**src/hdl/rce_pkg.sv**
```systemverilog
// Shared types and constants for the RIFF chunk extractor.
package rce_pkg;

	// Input transaction: one stream byte or an end marker
	typedef struct packed {
		logic [7:0] data_byte;
		logic       end_of_stream;
	} in_item_t;

	// Output transaction: a payload byte or a final status
	typedef struct packed {
		logic [7:0] out_byte;
		logic [2:0] status;
		logic       last_of_chunk;
	} out_item_t;

	// Configuration registers as seen by the parser
	typedef struct packed {
		logic [31:0] form_type;
		logic [31:0] wanted_chunk_type;
	} cfg_t;

	// Parser phases
	typedef enum logic [1:0] {
		PH_FILE_HDR,
		PH_CHUNK_HDR,
		PH_BODY,
		PH_HALT
	} phase_t;

	// Status codes
	localparam logic [2:0] ST_PAYLOAD    = 3'd0;
	localparam logic [2:0] ST_NOT_RIFF   = 3'd1;
	localparam logic [2:0] ST_WRONG_FORM = 3'd2;
	localparam logic [2:0] ST_TRUNCATED  = 3'd3;
	localparam logic [2:0] ST_CLEAN_END  = 3'd4;

	// Register indexes
	localparam logic CFG_FORM_TYPE    = 1'b0;
	localparam logic CFG_WANTED_CHUNK = 1'b1;

	// Four-character codes, first byte in the low bits
	localparam logic [31:0] MAGIC_RIFF  = 32'h4646_4952;
	localparam logic [31:0] FOURCC_H264 = 32'h3436_3268;

	// Replace one byte lane of a 32-bit word
	function automatic logic [31:0] set_byte(input logic [31:0] word,
						 input logic [1:0] lane,
						 input logic [7:0] b);
		logic [31:0] w;
		w = word;
		case (lane)
			2'd0: w[7:0]   = b;
			2'd1: w[15:8]  = b;
			2'd2: w[23:16] = b;
			2'd3: w[31:24] = b;
			default: w = word;
		endcase
		return w;
	endfunction

endpackage

```
**src/hdl/rce_parser.sv**
```systemverilog
// Parser state and per-byte update for the RIFF chunk extractor.
module rce_parser (
	input  logic              clk,
	input  logic              arst_n,
	input  logic              fire,
	input  rce_pkg::in_item_t item,
	input  rce_pkg::cfg_t     cfg,
	output logic              res_valid,
	output rce_pkg::out_item_t res
);
	import rce_pkg::*;

	phase_t      phase_q, phase_n;
	logic [3:0]  hidx_q, hidx_n;
	logic [31:0] hword_q, hword_n;
	logic [31:0] ctype_q, ctype_n;
	logic [31:0] pleft_q, pleft_n;
	logic [32:0] aleft_q, aleft_n;
	logic        sel_q, sel_n;

	// Next state and result for the transaction in the input register
	always_comb begin
		phase_n   = phase_q;
		hidx_n    = hidx_q;
		hword_n   = hword_q;
		ctype_n   = ctype_q;
		pleft_n   = pleft_q;
		aleft_n   = aleft_q;
		sel_n     = sel_q;
		res_valid = 1'b0;
		res       = '0;
		if (fire && phase_q != PH_HALT) begin
			if (item.end_of_stream) begin
				// clean only at a chunk boundary
				res_valid = 1'b1;
				res.status = (phase_q == PH_CHUNK_HDR && hidx_q == 4'd0) ?
					     ST_CLEAN_END : ST_TRUNCATED;
				phase_n = PH_HALT;
			end else begin
				case (phase_q)
					PH_FILE_HDR: begin
						if (hidx_q < 4'd4)
							ctype_n = set_byte(ctype_q, hidx_q[1:0], item.data_byte);
						else if (hidx_q >= 4'd8)
							hword_n = set_byte(hword_q, hidx_q[1:0], item.data_byte);
						if (hidx_q >= 4'd11) begin
							if (ctype_n != MAGIC_RIFF) begin
								res_valid  = 1'b1;
								res.status = ST_NOT_RIFF;
								phase_n    = PH_HALT;
							end else if (hword_n != cfg.form_type) begin
								res_valid  = 1'b1;
								res.status = ST_WRONG_FORM;
								phase_n    = PH_HALT;
							end else begin
								phase_n = PH_CHUNK_HDR;
								hidx_n  = 4'd0;
								hword_n = '0;
								ctype_n = '0;
							end
						end else begin
							hidx_n = hidx_q + 4'd1;
						end
					end
					PH_CHUNK_HDR: begin
						// fourcc in bytes 0..3, size in bytes 4..7
						if (!hidx_q[2])
							ctype_n = set_byte(ctype_q, hidx_q[1:0], item.data_byte);
						else
							hword_n = set_byte(hword_q, hidx_q[1:0], item.data_byte);
						if (hidx_q[2:0] == 3'd7) begin
							pleft_n = hword_n;
							aleft_n = ({1'b0, hword_n} + 33'd3) & ~33'd3;
							sel_n   = (ctype_n == cfg.wanted_chunk_type);
							hidx_n  = 4'd0;
							if (aleft_n != '0)
								phase_n = PH_BODY;
						end else begin
							hidx_n = {1'b0, hidx_q[2:0] + 3'd1};
						end
					end
					PH_BODY: begin
						if (aleft_q != '0)
							aleft_n = aleft_q - 33'd1;
						if (pleft_q != '0) begin
							pleft_n = pleft_q - 32'd1;
							if (sel_q) begin
								res_valid         = 1'b1;
								res.out_byte      = item.data_byte;
								res.status        = ST_PAYLOAD;
								res.last_of_chunk = (pleft_q == 32'd1);
							end
						end
						// padding done, next chunk header
						if (aleft_n == '0) begin
							phase_n = PH_CHUNK_HDR;
							hidx_n  = 4'd0;
						end
					end
					default: phase_n = phase_q;
				endcase
			end
		end
	end

	// State registers
	always_ff @(posedge clk or negedge arst_n) begin
		if (!arst_n) begin
			phase_q <= PH_FILE_HDR;
			hidx_q  <= '0;
			hword_q <= '0;
			ctype_q <= '0;
			pleft_q <= '0;
			aleft_q <= '0;
			sel_q   <= 1'b0;
		end else begin
			phase_q <= phase_n;
			hidx_q  <= hidx_n;
			hword_q <= hword_n;
			ctype_q <= ctype_n;
			pleft_q <= pleft_n;
			aleft_q <= aleft_n;
			sel_q   <= sel_n;
		end
	end

endmodule

```
**src/hdl/riff_chunk_extractor.sv**
```systemverilog
// Top level of the RIFF chunk extractor: input register, parser, result register.
//
// Input channel (in_valid / in_stall / in_item) carries one RIFF stream byte
// per transaction, or an end marker. Output channel (out_valid / out_stall /
// out_item) carries forwarded payload bytes of chunks whose fourcc equals
// wanted_chunk_type, then one status transaction on error or clean end.
// Bytes that yield nothing (headers, padding, other chunks) are consumed
// silently.
// Results go from the input register through the parser to the result register.
// Throughput: one byte per cycle while no stalled result is held; each byte is a
// counter and compare update between the input register and the result register.
// When the receiver stalls, the result register holds and the input register
// takes one more transaction, after which in_stall is raised.
// After a status result the block ignores all input until reset.
// Reset (arst_n low) clears the pipeline and the parser and loads both
// configuration registers with "h264". Write configuration through
// cfg_we / cfg_index / cfg_wdata only while the block is idle.
module riff_chunk_extractor (
	input  logic               clk,
	input  logic               arst_n,
	input  logic               in_valid,
	output logic               in_stall,
	input  rce_pkg::in_item_t  in_item,
	output logic               out_valid,
	input  logic               out_stall,
	output rce_pkg::out_item_t out_item,
	input  logic               cfg_we,
	input  logic               cfg_index,
	input  logic [31:0]        cfg_wdata
);
	import rce_pkg::*;

	cfg_t      cfg_q;
	logic      valid_s1;
	in_item_t  item_s1;
	logic      valid_s2;
	out_item_t item_s2;
	logic      adv;
	logic      res_valid;
	out_item_t res;

	// Configuration registers
	always_ff @(posedge clk or negedge arst_n) begin
		if (!arst_n) begin
			cfg_q.form_type         <= FOURCC_H264;
			cfg_q.wanted_chunk_type <= FOURCC_H264;
		end else if (cfg_we) begin
			case (cfg_index)
				CFG_FORM_TYPE:    cfg_q.form_type         <= cfg_wdata;
				CFG_WANTED_CHUNK: cfg_q.wanted_chunk_type <= cfg_wdata;
				default:          cfg_q <= cfg_q;
			endcase
		end
	end

	// Stage 1 moves on when the result register is free or being drained
	assign adv      = valid_s1 && (!valid_s2 || !out_stall);
	assign in_stall = valid_s1 && !adv;

	// Input register
	always_ff @(posedge clk or negedge arst_n) begin
		if (!arst_n) begin
			valid_s1 <= 1'b0;
		end else if (!in_stall) begin
			valid_s1 <= in_valid;
		end
	end

	always_ff @(posedge clk) begin
		if (!in_stall && in_valid)
			item_s1 <= in_item;
	end

	rce_parser u_parser (
		.clk       (clk),
		.arst_n    (arst_n),
		.fire      (adv),
		.item      (item_s1),
		.cfg       (cfg_q),
		.res_valid (res_valid),
		.res       (res)
	);

	// Result register
	always_ff @(posedge clk or negedge arst_n) begin
		if (!arst_n) begin
			valid_s2 <= 1'b0;
		end else if (adv) begin
			valid_s2 <= res_valid;
		end else if (!out_stall) begin
			valid_s2 <= 1'b0;
		end
	end

	always_ff @(posedge clk) begin
		if (adv && res_valid)
			item_s2 <= res;
	end

	assign out_valid = valid_s2;
	assign out_item  = item_s2;

endmodule

```
**config.mk**
```make
export PLATFORM = sky130hd
export DESIGN_NAME = riff_chunk_extractor
export DESIGN_NICKNAME = d
export VERILOG_FILES = /design/src/hdl/rce_pkg.sv /design/src/hdl/rce_parser.sv /design/src/hdl/riff_chunk_extractor.sv
export SDC_FILE = /design/constraint.sdc
export NUM_CORES = 1
export LEC_CHECK = 0
export ABC_AREA = 1
export BUFFER_PORTS_ARGS = -buffer_cell sky130_fd_sc_hd__clkbuf_2
export CAP_MARGIN = 0
export CORE_ASPECT_RATIO = 1.4
export CORE_UTILIZATION = 55
export CTS_CLUSTER_DIAMETER = 60
export CTS_CLUSTER_SIZE = 28
export DETAILED_ROUTE_END_ITERATION = 10
export MAX_ROUTING_LAYER = met4
export PLACE_DENSITY = 0.74
export SLEW_MARGIN = 20
export SYNTH_ARGS = -nofsm -noshare
export SYNTH_HDL_FRONTEND = slang
export SYNTH_HIERARCHICAL = 1
export SYNTH_SLANG_ARGS = --single-unit
```
**constraint.sdc**
```tcl
create_clock -name clk -period 3.91 [get_ports clk]
set_input_delay 0.1955 -clock clk [delete_from_list [all_inputs] [get_ports clk]]
set_output_delay 0.1955 -clock clk [all_outputs]
set_load 0.01 [all_outputs]
```
==> results.sh <==
export IMPL_status="finished clean"
export IMPL_die_area_sq_um=29800
export IMPL_worst_slew_pin_slew_ns=1.08
export IMPL_dp_hpwl_um=44500
export IMPL_core_area_sq_um=28500
export IMPL_cts_buffer_depth=3
export IMPL_setup_tns_ns=0
export IMPL_yosys_warnings=6
export IMPL_critPathLaunchType="flop"
export IMPL_crit_chain="ha_1, nand2_1, o21ai_1, nand2_1, o21ai_1, or2_2, nand2_1, nor3_1, nand4_1, nor2_1, nand2_1, nand2_1, a31oi_1, inv_1, nor2_1, buf_4"
export IMPL_drtAntennaViolNets=0
export IMPL_synth_seq_cells=223
export IMPL_grt_util_all_layers_pct=40.8
export IMPL_grt_max_degree=88
export IMPL_final_common_cell="nand2_1"
export IMPL_insertion_delay_ns=0.54
export IMPL_drt_pass1_iter_count=5
export IMPL_grt_pass1_wl_um=90300
export IMPL_drive_above_1_share_pct=9.36
export IMPL_vias_per_cell=5.93
export IMPL_ff_latch_area_sq_um=5720
export IMPL_layout_common_cells="nand2_1 (774), nor2_1 (250), o21ai_0 (213)"
export IMPL_placed_cells=2772
export IMPL_synthArstFlopShare_pct=90.6
export IMPL_drv_slew=0
export IMPL_max_stage_delay_ns=0.68
export IMPL_setup_viol=0
export IMPL_arrival_ns=3.89
export IMPL_cp_top_family="simple AND/OR/NAND/NOR gates"
export IMPL_gp_congestion=1.03
export IMPL_synth_main_ff_cell="dfrtp_1"
export IMPL_peakVddDrop_mv=0.511
export IMPL_period_share_pct=92.1
export IMPL_root_buffer="clkbuf_16"
export IMPL_worst_path_buf_inv=2
export IMPL_multi_input_area_sq_um=8970
export IMPL_diodes=0
export IMPL_start_util_pct=56.2
export IMPL_yosysUniqueCellTypes=53
export IMPL_io_pins=61
export IMPL_wl_per_cell_um=20.6
export IMPL_hold_path_class="in -> reg"
export IMPL_row_count=73
export IMPL_syn_avg_cell_area_sq_um=6.68
export IMPL_yosysSeqAreaShare_pct=35.7
export IMPL_clk_pin_slew_ns=0.10
export IMPL_cp_end_kind="flop"
export IMPL_slowest_stage="ha_1"
export IMPL_cpMostUsedCell="nand2_1"
export IMPL_fmax_mhz=278
export IMPL_cts_max_level=1
export IMPL_power_density_nw_per_um2=878
export IMPL_clock_sinks=223
export IMPL_antenna_found_initial=1
export IMPL_numPortBuffers=60
export IMPL_grt_pass1_vias=16100
export IMPL_first_iter_violations=1354
export IMPL_area_growth_pct=11.5
export IMPL_hold_viol_final=0
export IMPL_crit_type="reg -> reg"
export IMPL_syn_cell_area_sq_um=16000
export IMPL_fp_dieW_um=146
export IMPL_skew_ns=0.0295
export IMPL_cp_required_ns=4.20
export IMPL_p_leak_nw=8.68
export IMPL_grt_setup_unrepaired="no"
export IMPL_fillCellCount=2668
export IMPL_slew_headroom_pct=28.1
export IMPL_fin_cells=2853
export IMPL_layout_min_cycle_time_ns=3.60
export IMPL_die_h_um=204
export IMPL_max_cap_violations=0
export IMPL_reg2reg_slack_ns=0.31
export IMPL_vias=16900
export IMPL_fin_nets=2524
export IMPL_finalWirelength_um=58800
export IMPL_crit_fanout=19
export IMPL_numCtsBuffers=20
export IMPL_synth_edf_count=21
export IMPL_overflow=0
export IMPL_postSynthCellCount=2398
export IMPL_synth_net_count=2458
export IMPL_drcViolationCount=0
export IMPL_cts_tree="built"
[where the power goes]
part | internal, W | leakage (nW) | switching [W]
Clock | 0.00109 | 0.355 | 0.00114
Combinational | 0.00295 | 5.77 | 0.00664
Sequential | 0.00310 | 2.56 | 0.000777
[through the flow]
stage               hold WS [ns]  total power, W  util [%]  cell area, sq um  setup WS (ns)
floorplan                 -0.100          0.0101         -             16000          0.959
global placement           0.313          0.0130      58.4             16700         0.0698
detailed placement         0.311          0.0132      58.4             16700         0.0798
CTS                        0.216          0.0155      62.6             17800         0.0757
global route               0.272          0.0168      62.7             17900         0.0588
finish                     0.241          0.0157      62.7             17900          0.309
[cell usage after synthesis, types with 14 or more instances]
cell type    n  share of area, %
dfrtp_1    176                27
a21oi_1     87               2.7
o21ai_1     38               1.2
xnor2_1     26               1.4
nor3_1      26              0.81
edfxtp_1    21               3.9
dfstp_2     26               4.3
inv_1      185               4.3
a22oi_1     25               1.2
buf_2       37               1.2
nor2_1     251               5.9
nand4_1     39               1.5
xor2_1      46               2.5
clkbuf_1    53               1.2
o221ai_1    30               1.6
buf_6       14              0.98
nand3_1    186               5.8
nand2_1    775                18
o21ai_0    213               6.7
o22a_1      18              0.98
[registers in the layout (all words and copies together) (netlist names)]
name              flops
out_item             12
out_valid             1
item_s1               9
valid_s1              1
u_parser/pleft_q     32
u_parser/ctype_q     32
u_parser/sel_q        1
u_parser/aleft_q     33
u_parser/hword_q     32
cfg_q                64
u_parser/hidx_q       4
u_parser/phase_q      2
[worst register-to-register path, cell delays in order (launching register included)]
cell,delay [ns]
dfrtp_1,0.42
ha_1,0.68
nand2_1,0.34
o21ai_1,0.20
nand2_1,0.07
o21ai_1,0.21
or2_2,0.18
nand2_1,0.05
nor3_1,0.18
nand4_1,0.11
nor2_1,0.11
nand2_1,0.17
nand2_1,0.21
a31oi_1,0.10
inv_1,0.10
nor2_1,0.05
buf_4,0.18
[layout make-up]
type / count / share of cell area, %
Clock buffer: 21 / 2.94
Clock inverter: 15 / 1.17
Inverter: 195 / 4.11
Multi-Input combinational cell: 1863 / 50.2
Sequential cell: 223 / 32.0
Tap cell: 375 / 2.63
Timing Repair Buffer: 161 / 6.95
[cells by family (layout without fill, tap and decap cells)]
| group | count (synthesis) | after routing | synth area share, % |
|---|---|---|---|
| AND/OR/NAND/NOR | 1328 | 1328 | 34.5 |
| buffers and inverters | 312 | 392 | 8.67 |
| multiplexers | 1 | 1 | 0.0703 |
| adder cells (fa/ha/maj) | 13 | 13 | 1.01 |
| flip-flops | 223 | 223 | 35.7 |
| XOR/XNOR | 72 | 72 | 3.93 |
| AO/OA/AOI/OAI | 449 | 449 | 16.1 |
[timing repair]
action,CTS,global route
setup buffers,0,0
endpoints found under the setup margin,0,14
endpoints found under the hold margin,151,0
hold buffers,45,0
resized for setup,0,6
[metal layers]
layer / part of all wire, % / up-vias / track usage (%)
met3: 6.1 / 223 / 4.55
met2: 49 / 762 / 68.3
li1: - / 8056 / -
met1: 36 / 7877 / 43.5
met5: 0 / - / -
met4: 9.7 / 0 / 33.9
[final timing paths]
path                                          from                  end  depth (start not counted)
worst max-delay path            u_parser/hidx_q[0]         out_item[10]                         16
worst min-delay path                        cfg_we            cfg_q[13]                          4
worst max register to register  u_parser/hidx_q[0]         out_item[10]                         16
worst min register to register           cfg_q[21]            cfg_q[21]                          2
max in group asynchronous                   arst_n            cfg_q[44]                          3
min in group asynchronous                   arst_n  u_parser/aleft_q[1]                          2
No activity file was read; power rests on OpenSTA's default activity.
